<file path="src/rtl/scfr_pkg.sv">
// Package for the sector chain file reader: constants, codes and zone geometry.
`default_nettype none
package scfr_pkg;

    localparam int MAX_SECTORS = 8192;
    localparam int TRACK_COUNT = 35;
    localparam int TRACK_LIMIT = (TRACK_COUNT > 40) ? 40 : TRACK_COUNT;
    localparam int CNT_W       = 14;
    localparam int LAST_USED   = 254;

    typedef enum logic {
        OP_START = 1'b0,
        OP_BYTE  = 1'b1
    } t_op;

    typedef enum logic {
        PH_IDLE = 1'b0,
        PH_READ = 1'b1
    } t_phase;

    typedef enum logic [2:0] {
        ST_RUN    = 3'd0,
        ST_DONE   = 3'd1,
        ST_BAD    = 3'd2,
        ST_CANCEL = 3'd3,
        ST_LIMIT  = 3'd4
    } t_status;

    typedef enum logic [1:0] {
        CFG_FIRST_TRACK  = 2'd0,
        CFG_FIRST_SECTOR = 2'd1,
        CFG_SIDE_BASE    = 2'd2,
        CFG_SIDE_LENGTH  = 2'd3
    } t_cfg_reg;

    localparam logic [18:0] SIDE_LENGTH_RST = 19'd174848;

    // Sectors on a track of the given zone
    function automatic logic [4:0] zone_sectors(input logic [7:0] t);
        logic [4:0] n;
        if (t <= 8'd17) begin
            n = 5'd21;
        end else if (t <= 8'd24) begin
            n = 5'd19;
        end else if (t <= 8'd30) begin
            n = 5'd18;
        end else begin
            n = 5'd17;
        end
        return n;
    endfunction

    // Linear index of sector 0 of a track; only meaningful for tracks 1 to 40
    function automatic logic [9:0] track_start(input logic [7:0] t);
        logic [9:0] tt;
        logic [9:0] s;
        tt = {2'b00, t};
        if (t <= 8'd17) begin
            s = 10'((tt - 10'd1) * 10'd21);
        end else if (t <= 8'd24) begin
            s = 10'(10'd357 + (tt - 10'd18) * 10'd19);
        end else if (t <= 8'd30) begin
            s = 10'(10'd490 + (tt - 10'd25) * 10'd18);
        end else begin
            s = 10'(10'd598 + (tt - 10'd31) * 10'd17);
        end
        return s;
    endfunction

endpackage
`default_nettype wire

</file>
<file path="src/rtl/sector_chain_file_reader_core.sv">
// Sector chain file reader: follows a file's sector links and streams its data bytes.
//
//  channel  | handshake                 | payload
//  ---------+---------------------------+---------------------------------------------
//  input    | i_valid / o_ready         | i_op, i_sector_byte, i_cancel
//  result   | o_valid / i_ready         | o_data_valid, o_data_byte, o_fetch_valid,
//           |                           | o_fetch_offset, o_finished, o_status
//  config   | i_cfg_we                  | i_cfg_index, i_cfg_wdata
//
// One transaction in, one result out, with the result registered; a transaction can be
// taken every cycle. The result register sets the rate: o_ready is high whenever it
// is empty or being drained this cycle. A stall on the result side holds the input.
// Reset idles the reader and restores the configuration defaults.
`default_nettype none
module sector_chain_file_reader_core (
    input  wire logic                 i_clk,
    input  wire logic                 i_rst_n,
    input  wire logic                 i_cfg_we,
    input  wire logic [1:0]           i_cfg_index,
    input  wire logic [18:0]          i_cfg_wdata,
    input  wire logic                 i_valid,
    output logic                      o_ready,
    input  wire logic                 i_op,
    input  wire logic [7:0]           i_sector_byte,
    input  wire logic                 i_cancel,
    output logic                      o_valid,
    input  wire logic                 i_ready,
    output logic                      o_data_valid,
    output logic [7:0]                o_data_byte,
    output logic                      o_fetch_valid,
    output logic [18:0]               o_fetch_offset,
    output logic                      o_finished,
    output scfr_pkg::t_status         o_status
);
    import scfr_pkg::*;

    logic [7:0]  r_first_track;
    logic [7:0]  r_first_sector;
    logic [17:0] r_side_base;
    logic [18:0] r_side_length;

    t_phase      r_phase, n_phase;
    logic [7:0]  r_pos, n_pos;
    logic [7:0]  r_link_track, n_link_track;
    logic [7:0]  r_link_sector, n_link_sector;
    logic [CNT_W-1:0] r_cnt, n_cnt;

    logic        r_out_valid;
    logic        r_data_valid, n_data_valid;
    logic [7:0]  r_data_byte, n_data_byte;
    logic        r_fetch_valid, n_fetch_valid;
    logic [18:0] r_fetch_offset, n_fetch_offset;
    logic        r_finished, n_finished;
    t_status     r_status, n_status;

    logic        w_accept;
    logic        w_do_req;
    logic [7:0]  w_req_track;
    logic [7:0]  w_req_sector;
    logic [CNT_W-1:0] w_cnt_base;
    logic [9:0]  w_sec_index;
    logic [18:0] w_sec_end;
    logic [18:0] w_offset;
    logic [7:0]  w_used;
    logic [7:0]  w_data_idx;

    assign o_ready  = !r_out_valid || i_ready;
    assign w_accept = i_valid && o_ready;

    // configuration
    always_ff @(posedge i_clk) begin
        if (!i_rst_n) begin
            r_first_track  <= '0;
            r_first_sector <= '0;
            r_side_base    <= '0;
            r_side_length  <= SIDE_LENGTH_RST;
        end else if (i_cfg_we) begin
            case (t_cfg_reg'(i_cfg_index))
                CFG_FIRST_TRACK:  r_first_track  <= i_cfg_wdata[7:0];
                CFG_FIRST_SECTOR: r_first_sector <= i_cfg_wdata[7:0];
                CFG_SIDE_BASE:    r_side_base    <= i_cfg_wdata[17:0];
                CFG_SIDE_LENGTH:  r_side_length  <= i_cfg_wdata;
                default: ;
            endcase
        end
    end

    // sector address and bounds of the requested sector
    assign w_sec_index = 10'(track_start(w_req_track) + {2'b00, w_req_sector});
    assign w_sec_end   = {1'b0, w_sec_index + 10'd1, 8'h00};
    assign w_offset    = 19'({1'b0, r_side_base} + {1'b0, w_sec_index, 8'h00});

    assign w_used     = (r_link_track == 8'd0 && r_link_sector >= 8'd1
                         && r_link_sector <= 8'(LAST_USED)) ? r_link_sector
                                                           : 8'(LAST_USED);
    assign w_data_idx = r_pos - 8'd2;

    always_comb begin
        n_phase        = r_phase;
        n_pos          = r_pos;
        n_link_track   = r_link_track;
        n_link_sector  = r_link_sector;
        n_cnt          = r_cnt;
        n_data_valid   = 1'b0;
        n_data_byte    = '0;
        n_fetch_valid  = 1'b0;
        n_fetch_offset = '0;
        n_finished     = 1'b0;
        n_status       = ST_RUN;
        w_do_req       = 1'b0;
        w_req_track    = r_link_track;
        w_req_sector   = r_link_sector;
        w_cnt_base     = r_cnt;

        if (t_op'(i_op) == OP_START) begin
            // abandon any chain in progress
            w_do_req      = 1'b1;
            w_req_track   = r_first_track;
            w_req_sector  = r_first_sector;
            w_cnt_base    = '0;
            n_link_track  = '0;
            n_link_sector = '0;
        end else if (r_phase == PH_READ) begin
            if (r_pos == 8'd0) begin
                n_link_track = i_sector_byte;
            end else if (r_pos == 8'd1) begin
                n_link_sector = i_sector_byte;
            end else if (w_data_idx < w_used) begin
                n_data_valid = 1'b1;
                n_data_byte  = i_sector_byte;
            end
            if (r_pos == 8'hFF) begin
                w_do_req = 1'b1;
            end else begin
                n_pos = r_pos + 8'd1;
            end
        end

        if (w_do_req) begin
            n_pos = '0;
            n_cnt = w_cnt_base;
            if (w_req_track == 8'd0) begin
                n_status = ST_DONE;
            end else if (w_cnt_base >= CNT_W'(MAX_SECTORS)) begin
                n_status = ST_LIMIT;
            end else if (i_cancel) begin
                n_status = ST_CANCEL;
            end else if (w_req_track > 8'(TRACK_LIMIT)
                         || w_req_sector >= {3'b000, zone_sectors(w_req_track)}) begin
                n_status = ST_BAD;
            end else if (w_sec_end > r_side_length) begin
                n_status = ST_BAD;
            end
            if (n_status == ST_RUN) begin
                n_fetch_valid  = 1'b1;
                n_fetch_offset = w_offset;
                n_cnt          = w_cnt_base + CNT_W'(1);
                n_phase        = PH_READ;
            end else begin
                n_finished = 1'b1;
                n_phase    = PH_IDLE;
            end
        end
    end

    always_ff @(posedge i_clk) begin
        if (!i_rst_n) begin
            r_phase       <= PH_IDLE;
            r_pos         <= '0;
            r_link_track  <= '0;
            r_link_sector <= '0;
            r_cnt         <= '0;
            r_out_valid   <= 1'b0;
        end else begin
            if (w_accept) begin
                r_phase       <= n_phase;
                r_pos         <= n_pos;
                r_link_track  <= n_link_track;
                r_link_sector <= n_link_sector;
                r_cnt         <= n_cnt;
                r_out_valid   <= 1'b1;
            end else if (i_ready) begin
                r_out_valid   <= 1'b0;
            end
        end
    end

    // result payload: load only on a new transaction, hold while stalled
    always_ff @(posedge i_clk) begin
        if (w_accept) begin
            r_data_valid   <= n_data_valid;
            r_data_byte    <= n_data_byte;
            r_fetch_valid  <= n_fetch_valid;
            r_fetch_offset <= n_fetch_offset;
            r_finished     <= n_finished;
            r_status       <= n_status;
        end
    end

    assign o_valid        = r_out_valid;
    assign o_data_valid   = r_data_valid;
    assign o_data_byte    = r_data_byte;
    assign o_fetch_valid  = r_fetch_valid;
    assign o_fetch_offset = r_fetch_offset;
    assign o_finished     = r_finished;
    assign o_status       = r_status;

`ifndef SYNTHESIS
    a_fetch_xor_finish: assert property (@(posedge i_clk) disable iff (!i_rst_n)
        o_valid |-> !(o_fetch_valid && o_finished))
        else $error("fetch and finish in one result");

    a_status_tracks_finish: assert property (@(posedge i_clk) disable iff (!i_rst_n)
        o_valid |-> (o_finished == (o_status != ST_RUN)))
        else $error("status disagrees with finished");

    a_data_byte_clear: assert property (@(posedge i_clk) disable iff (!i_rst_n)
        (o_valid && !o_data_valid) |-> (o_data_byte == 8'd0))
        else $error("data byte set without data valid");

    a_count_bounded: assert property (@(posedge i_clk) disable iff (!i_rst_n)
        r_cnt <= CNT_W'(MAX_SECTORS))
        else $error("sector count beyond limit");

    a_idle_pos_zero: assert property (@(posedge i_clk) disable iff (!i_rst_n)
        (r_phase == PH_IDLE) |-> (r_pos == 8'd0))
        else $error("byte position moved while idle");

    a_fetch_starts_read: assert property (@(posedge i_clk) disable iff (!i_rst_n)
        (w_accept && n_fetch_valid) |=> (r_phase == PH_READ && r_pos == 8'd0))
        else $error("fetch did not start a sector");
`endif

endmodule
`default_nettype wire
</file>
<file path="config.mk">
export PLATFORM = sky130hd
export DESIGN_NAME = sector_chain_file_reader_core
export DESIGN_NICKNAME = d
export VERILOG_FILES = /design/src/rtl/scfr_pkg.sv /design/src/rtl/sector_chain_file_reader_core.sv
export SDC_FILE = /design/constraint.sdc
export NUM_CORES = 1
export LEC_CHECK = 0
export ABC_AREA = 0
export BUFFER_PORTS_ARGS = -buffer_cell sky130_fd_sc_hd__buf_2
export CAP_MARGIN = 0
export CELL_PAD_IN_SITES_DETAIL_PLACEMENT = 1
export CELL_PAD_IN_SITES_GLOBAL_PLACEMENT = 2
export CORE_ASPECT_RATIO = 1.1
export CORE_MARGIN = 3
export CORE_UTILIZATION = 41
export CTS_CLUSTER_SIZE = 8
export DETAILED_ROUTE_END_ITERATION = 12
export MAX_ROUTING_LAYER = met4
export PLACE_DENSITY = 0.95
export SLEW_MARGIN = 5
export SYNTH_ARGS = -nofsm -noshare
export SYNTH_HDL_FRONTEND = slang
export SYNTH_SLANG_ARGS = --single-unit
</file>
<file path="constraint.sdc">
create_clock -name i_clk -period 14.9 [get_ports i_clk]
set_clock_uncertainty 0.05 [all_clocks]
set_input_delay 0.745 -clock i_clk [delete_from_list [all_inputs] [get_ports i_clk]]
set_output_delay 0.745 -clock i_clk [all_outputs]
set_load 0.1 [all_outputs]
</file>
# [Word-level counts from Yosys, hierarchy flattened]
# Index checks and enable logic that the tools add are counted.
[op_classes] addsub=13 mul=4 magnitude_cmp=10 n_eq_ne=10 mux=40 bitwise_logic=3 reduce_logical=25
[ops] op="$mux W8" n=14
[ops] op="$mul A10 B5 Y10 const B" n=3
[ops] op="$mux W10" n=3
[ops] op="$mux W14" n=2
[ops] op="$sub A8 B5 Y9 const B" n=3
[ops] op="$le A8 B5 Y1 const B" n=3
[ops] op="$logic_not A8 Y1" n=3
[ops] op="$add A9 B10 Y10 const A" n=2
[ops] op="$mux W5" n=4
[ops] op="$add A18 B18 Y19" n=1
[ops] op="$gt A18 B19 Y1" n=1
[ops] op="$add A14 B1 Y14 const B" n=1
[ops] op="$ge A14 B14 Y1 const B" n=1
[ops] op="$mux W3" n=4
[ops] op="$reduce_and A2 Y1" n=6
[ops] op="$add A10 B1 Y10 const B" n=1
[ops] op="$add A10 B10 Y10 const A" n=1
[ops] op="$add A10 B8 Y10" n=1
[ops] op="$mul A10 B4 Y9 const B" n=1
[ops] op="$mux W2" n=5
[ops] op="$sub A8 B1 Y9 const B" n=1
[ops] op="$add A8 B1 Y8 const B" n=1
[ops] op="$eq A8 B1 Y1 const B" n=1
[ops] op="$eq A8 B8 Y1 const B" n=1
[ops] op="other kinds (22)" n=41
[word_totals] reg_bits=126 out_inout_bits=35 wordCells=121

# [Longest topological paths before layout]
[logic_depth] ltp_word=18 mapped_depth=38 ltp_nobuf=34

# [Least setup slack after synthesis]
# Ideal clock, no wire load.
[synth_timing] kind="input-to-reg" start="input i_op" end="register r_fetch_offset[18] (netlist: o_fetch_offset[18]), data pin" setup_time_ns=0.144 arrival_ns=7.672 t_required_ns=14.706 path_slack_ns=7.034 path_stages=34 n_path_buf=6 path_cell_list="buf_6 > buf_2 > buf_1 > mux2i_1 > clkbuf_1 > ha_1 > clkbuf_1 > o21ai_0 > xnor2_1 > ha_1 > ha_1 > fa_1 > ha_1 > xnor2_1 > nor2_1 > a31oi_1 > ha_1 > inv_1 > or4_1 > nand3_1 > and4_1 > o21ai_0 > xnor2_1 > ha_1 > nand3_1 > nor4_1 > a211o_1 > o21ai_1 > nor2b_1 > nand2_2 > inv_2 > buf_2 > nand2_1 > o21ai_1"
[synth_between] elab_chain_len=18 word_cells_on_any_way=45 classes_between="add/sub: 10; mul: 4; order compare: 7; mux: 20; reduce/logical: 4"
[synth_lines] item="from (decl)" line_no="sector_chain_file_reader_core.sv:23" text="input wire logic i_op,"
[synth_lines] item="$mux W8" line_no="sector_chain_file_reader_core.sv:115" text="if (t_op'(i_op) == OP_START) begin"
[synth_lines] item="$sub A8 B5 Y9 (tied with other cells)" line_no="scfr_pkg.sv:65" text="s = 10'(10'd598 + (tt - 10'd31) * 10'd17);"
[synth_lines] item="$mul A10 B5 Y10 (tied with other cells)" line_no="scfr_pkg.sv:65"
[synth_lines] item="$add A10 B10 Y10 (tied with other cells)" line_no="scfr_pkg.sv:65"
[synth_lines] item="$mux W10 / $mux W3 (equally long branches)" line_no="scfr_pkg.sv:62, scfr_pkg.sv:41"
[synth_lines] item="$mux W10 / $mux W5 (equally long branches)" line_no="scfr_pkg.sv:60, sector_chain_file_reader_core.sv:146"
[synth_lines] item="$mux W10 / $mux W5 (equally long branches)" line_no="scfr_pkg.sv:58, sector_chain_file_reader_core.sv:144"
[synth_lines] item="$add A10 B8 Y10 / $mux W5 (equally long branches)" line_no="sector_chain_file_reader_core.sv:89, sector_chain_file_reader_core.sv:142"
[synth_lines] item="[... 2 more ...]"
[synth_lines] item="$mux W2 / $logic_or A1 B1 Y1 (equally long branches)" line_no="sector_chain_file_reader_core.sv:151, sector_chain_file_reader_core.sv:149"
[synth_lines] item="$mux W2" line_no="sector_chain_file_reader_core.sv:148" text="end else if (w_req_track > 8'(TRACK_LIMIT)"
[synth_lines] item="$mux W2" line_no="sector_chain_file_reader_core.sv:146" text="end else if (i_cancel) begin"
[synth_lines] item="$mux W3" line_no="sector_chain_file_reader_core.sv:144" text="end else if (w_cnt_base >= CNT_W'(MAX_SECTORS)) begin"
[synth_lines] item="$mux W3" line_no="sector_chain_file_reader_core.sv:142" text="if (w_req_track == 8'd0) begin"
[synth_lines] item="$mux W3" line_no="sector_chain_file_reader_core.sv:139" text="if (w_do_req) begin"
[synth_lines] item="$logic_not A3 Y1" line_no="sector_chain_file_reader_core.sv:154" text="if (n_status == ST_RUN) begin"
[synth_lines] item="$reduce_and A2 Y1 (no source line)"
[synth_lines] item="to (signal assigned)" line_no="sector_chain_file_reader_core.sv:194" text="r_fetch_offset <= n_fetch_offset;"
[synth_lines] item="to (decl)" line_no="sector_chain_file_reader_core.sv:52" text="logic [18:0] r_fetch_offset, n_fetch_offset;"
# Parallel ways exist; a longest one is shown, timed or not. The select of a mux whose other input is x is not followed.
# A chain may end at the register's enable or synchronous reset.

# [Worst setup path in the final report]
[layout_timing] start="input i_op" end="register r_cnt[9]"
[layout_between] elab_chain_len=18 word_cells_on_any_way=46 classes_between="add/sub: 10; mul: 4; order compare: 7; mux: 21; reduce/logical: 4"
[layout_lines] item="$mux W8" line_no="sector_chain_file_reader_core.sv:115"
[layout_lines] item="$sub A8 B5 Y9 (tied with other cells)" line_no="scfr_pkg.sv:65"
[layout_lines] item="$mul A10 B5 Y10 (tied with other cells)" line_no="scfr_pkg.sv:65"
[layout_lines] item="$add A10 B10 Y10 (tied with other cells)" line_no="scfr_pkg.sv:65"
[layout_lines] item="$mux W10 / $mux W3 (equally long branches)" line_no="scfr_pkg.sv:62, scfr_pkg.sv:41"
[layout_lines] item="$mux W10 / $mux W5 (equally long branches)" line_no="scfr_pkg.sv:60, sector_chain_file_reader_core.sv:146"
[layout_lines] item="$mux W10 / $mux W5 (equally long branches)" line_no="scfr_pkg.sv:58, sector_chain_file_reader_core.sv:144"
[layout_lines] item="$add A10 B8 Y10 / $mux W5 (equally long branches)" line_no="sector_chain_file_reader_core.sv:89, sector_chain_file_reader_core.sv:142"
[layout_lines] item="[... 2 more ...]"
[layout_lines] item="$mux W2 / $logic_or A1 B1 Y1 (equally long branches)" line_no="sector_chain_file_reader_core.sv:151, sector_chain_file_reader_core.sv:149"
[layout_lines] item="$mux W2" line_no="sector_chain_file_reader_core.sv:148"
[layout_lines] item="$mux W2" line_no="sector_chain_file_reader_core.sv:146"
[layout_lines] item="$mux W3" line_no="sector_chain_file_reader_core.sv:144"
[layout_lines] item="$mux W3" line_no="sector_chain_file_reader_core.sv:142"
[layout_lines] item="$mux W3" line_no="sector_chain_file_reader_core.sv:139"
[layout_lines] item="$logic_not A3 Y1" line_no="sector_chain_file_reader_core.sv:154"
[layout_lines] item="$mux W14" line_no="sector_chain_file_reader_core.sv:154"
[layout_lines] item="to (signal assigned)" line_no="sector_chain_file_reader_core.sv:180" text="r_cnt <= n_cnt;"
[layout_lines] item="to (decl)" line_no="sector_chain_file_reader_core.sv:46" text="logic [CNT_W-1:0] r_cnt, n_cnt;"
# Parallel ways exist; a longest one is shown, timed or not. The select of a mux whose other input is x is not followed.

==> impl_results.md <==
- Portion of the post-synthesis area used by sequential elements: a little under a third
- Latest clock arrival within the worst-skew pair: around 0.42 ns
- R2R Path Start: r_first_track[1]
- Violation count after the first detailed-route iteration: ~380
- Number of nets in the final layout: 1301
- Share of the synthesized area in the top cell type: between 15 and 20%
- Via count of the first global-routing pass: 8308
- Time the final worst path needs with I/O delays and setup: approximately 8.4 ns
- Start-to-end type of the worst setup path: input port to register
- Area growth, synth to finish: 12.9%
- Non-filler instance count after layout: about 1400
- Mapped cell area: ~9400 µm²
- Routed len/inst: ~19 µm
- Register bit count reported by yosys: 126
- Ranking of synthesized cells by area: sky130_fd_sc_hd__dfxtp_1 (20%), sky130_fd_sc_hd__ha_1 (14%), sky130_fd_sc_hd__edfxtp_1 (11%)
- Yosys synthesis warning count: 0
- Via-per-instance ratio: roughly 5.5
- Number of primary I/O pins: 71
- Drt total wl: ~27 mm
- Post-detailed-route count of antenna-violating nets: 0
- Status: finished clean
- Height of the die: around 160 µm
- Kind of capture point of the worst setup path: register
- Final-report max-slew violation count: 0
- Endpoint of the worst setup timing path: r_cnt[9]
- Total Die Area: between 20000 and 25000 µm²
- CP startpoint: i_op
- Static Leak: between 0.004 and 0.005 µW
- Relative slew slack: 32.8%
- Via total after detailed routing: ~8000
- Fraction of final layout cells sized beyond drive strength 1: ~13%
- Worst path arrival time: roughly 8.6 ns
- Setup TNS: 0 ns
- Worst-path maximum fanout: 57
- Largest net degree at the start of global routing: between 70 and 80
- Most common library cell in the layout ignoring fill and taps: sky130_fd_sc_hd__nand2_1
- Post-Syn Instances: 1083
- Global-route wire length before repair: ~44 mm
- Synthesized area per cell: a little under 9 µm²
- CTS tree: built
- Max-cap check violation count: 0
- Overflow left after global routing: 0
- IR drop worst, VDD: roughly 0.08 mV
- Post-Layout Inst Area: 10600 µm²
- Setup Buffers After CTS: 0
- Critical path launch point type: input port
- Final setup violation count: 0
- HPWL reported at the end of detailed placement: around 20 mm
- Antenna cells: 0
- Worst reg2reg endpoint: r_cnt[9]
- Number of detailed-route iterations in the first pass: 5
- Num Clock Sinks: 126
- Number of hold-slack violations in the final timing report: 0
- Netlist cell types: 79
- Die W: about 150 µm
- Buffers added on ports: 70
- Max Buffers Root-to-Sink: 2
- Critical Path Max Stage Delay: approximately 0.70 ns
- Count of hold buffers inserted by post-cts repair: 0
- Setup slack of the worst register-to-register path: approximately 7.2 ns
- Post-detailed-placement cell area: 10000 µm²
- CTS root buffer: sky130_fd_sc_hd__clkbuf_16
- Primary FF master, synth: sky130_fd_sc_hd__dfxtp_1
- Initial standard-cell utilization of the core: between 40 and 50%
- Clock transition at path regs: 0.06 ns
- Num CTS Buffers: 17
- Drc violations: 0
- GRT Overall Usage: a little under a quarter
- RSZ-0062 raised after global routing: false
- CTS H-tree depth: 4
- Core box area: roughly 22000 µm²
- Routability cong.: 0.932
- Post-synthesis cell type with the largest combined area: sky130_fd_sc_hd__dfxtp_1
- Number of cells in the design after placement: roughly 1400
- Number of enable flip-flop cells after synthesis: 33
- Net count after synthesis: between 1000 and 1500
- Slew @ Worst Pin: between 1 and 1.5 ns
- Standard-cell rows: 57
- Most frequent cells in the layout: sky130_fd_sc_hd__nand2_1 (131), sky130_fd_sc_hd__ha_1 (109), sky130_fd_sc_hd__nor2_1 (108)
- Utilization after layout: 47.6%
- Crit-path slowest cell: sky130_fd_sc_hd__mux2i_1
- Fmax: between 100 and 150 MHz
- Post-CTS Resized: 0
- Initial antenna violation count: 0
- Ratio of total power to cell area: 145 nW/µm²
- Class of the worst hold path: register to register
- Required time of the critical path: around 15 ns
- Proportion of synthesized flip-flops having asynchronous set or reset: 0%
- Share of the clock period used by the worst path: between 50% and 60%
- Depth of the worst register-to-register path: 30
==> cells by family (layout without fill, tap and decap cells) <==
group           after synthesis  in the layout  synth area share, %
xor+xnor                     87             87                 8.39
simple gates                393            393                 19.9
compound gates              214            214                 15.1
flops                       126            126                 30.3
buf+inv                     101            172                 4.28
fa+ha+maj                   124            124                 17.7
mux                          38             38                 4.31
==> worst max-delay path, delay by kind of cell <==
family | cells | cell delay (ns)
AND/OR/NAND/NOR | 6 | 1.65
adder cells (fa/ha/maj) | 5 | 1.72
XOR/XNOR | 3 | 0.53
multiplexers | 1 | 0.70
AO/OA/AOI/OAI | 11 | 2.50
buffers and inverters | 4 | 0.71
==> final cells by class <==
type,count,area (µm²)
clock buffers,22,507
clock inverters,10,97.6
fillers,2716,11700
inverters,62,233
multi-input cells,856,6150
flip-flops and latches,126,2850
well taps,295,369
repair buffers,78,410
==> where the power goes <==
part	internal [µW]	leakage (µW)	switching, µW
combinational	291	0.00322	449
clock	260	0.000298	164
sequential	366	0.00109	6.44
total	916	0.00461	620
==> synth_stat cells (3+ instances only) <==
cell type                     n
sky130_fd_sc_hd__o221ai_1     3
sky130_fd_sc_hd__nand2b_1     8
sky130_fd_sc_hd__nor2b_1     10
sky130_fd_sc_hd__nand3_1     32
sky130_fd_sc_hd__nand3b_1     4
sky130_fd_sc_hd__o21a_1       4
sky130_fd_sc_hd__edfxtp_1    33
sky130_fd_sc_hd__inv_2        4
sky130_fd_sc_hd__o211ai_1     9
sky130_fd_sc_hd__a21oi_1     83
sky130_fd_sc_hd__ha_1       109
sky130_fd_sc_hd__fa_1        15
sky130_fd_sc_hd__xor2_1      25
sky130_fd_sc_hd__dfxtp_1     93
sky130_fd_sc_hd__inv_1       56
sky130_fd_sc_hd__and3_1      11
sky130_fd_sc_hd__nand4_1      6
sky130_fd_sc_hd__nor2_1     108
sky130_fd_sc_hd__o2111ai_1    6
sky130_fd_sc_hd__a22oi_1     10
sky130_fd_sc_hd__mux2i_1     27
sky130_fd_sc_hd__xnor2_1     60
sky130_fd_sc_hd__buf_2        7
sky130_fd_sc_hd__mux2_2      10
sky130_fd_sc_hd__nor3b_1      3
sky130_fd_sc_hd__buf_1        6
sky130_fd_sc_hd__o22ai_1      4
sky130_fd_sc_hd__nor3_1      22
sky130_fd_sc_hd__a31oi_1      5
sky130_fd_sc_hd__or2_2        4
sky130_fd_sc_hd__nand2_1    131
sky130_fd_sc_hd__o41ai_1      4
sky130_fd_sc_hd__nor4_1       8
sky130_fd_sc_hd__a21o_1      19
sky130_fd_sc_hd__o21ai_0     26
sky130_fd_sc_hd__o211a_1      3
sky130_fd_sc_hd__o21ai_1      5
sky130_fd_sc_hd__and2_1      24
sky130_fd_sc_hd__clkbuf_1    23
sky130_fd_sc_hd__a22oi_2      3
sky130_fd_sc_hd__a211oi_1     5
sky130_fd_sc_hd__o21bai_1     6
==> through the flow <==
| step | hold slack (ns) | setup WS (ns) | power, µW |
|---|---|---|---|
| 6_report | 0.403 | 6.54 | 1540 |
| 5_1_grt | 0.423 | 5.90 | 1640 |
| 4_1_cts | 0.405 | 6.54 | 1540 |
| 3_5_place_dp | 0.397 | 6.15 | 1110 |
| 3_3_place_gp | 0.390 | 6.44 | 1090 |
| 2_1_floorplan | 0.382 | 7.03 | 941 |
==> per-layer routing <==
metal  GRT usage, %  part of all wire, %  wire length, µm
met1           27.4                   44            11800
met2           39.6                   50            13600
met3           2.85                  3.6              961
met4           7.20                  2.2              588
met5              -                    0                0
==> state kept, by name, indices dropped and copies added, names as in the netlist, 3 cells and up <==
name / count
o_data_byte: 8
o_fetch_offset: 19
o_status: 3
r_cnt: 14
r_first_sector: 8
r_first_track: 8
r_link_sector: 8
r_link_track: 8
r_pos: 8
r_side_base: 18
r_side_length: 19
==> worst min path at each step <==
stage / from / end / slack (ns) / cells after the start
floorplan: r_side_base[0] / r_side_base[0] / 0.38 / 2
global route: r_side_base[5] / r_side_base[5] / 0.42 / 2
CTS: r_side_base[4] / r_side_base[4] / 0.40 / 2
global placement: r_side_base[4] / r_side_base[4] / 0.39 / 2
detailed placement: r_side_base[4] / r_side_base[4] / 0.40 / 2
finish: r_side_base[4] / r_side_base[4] / 0.40 / 2
Power figures use the tool's default switching activity.
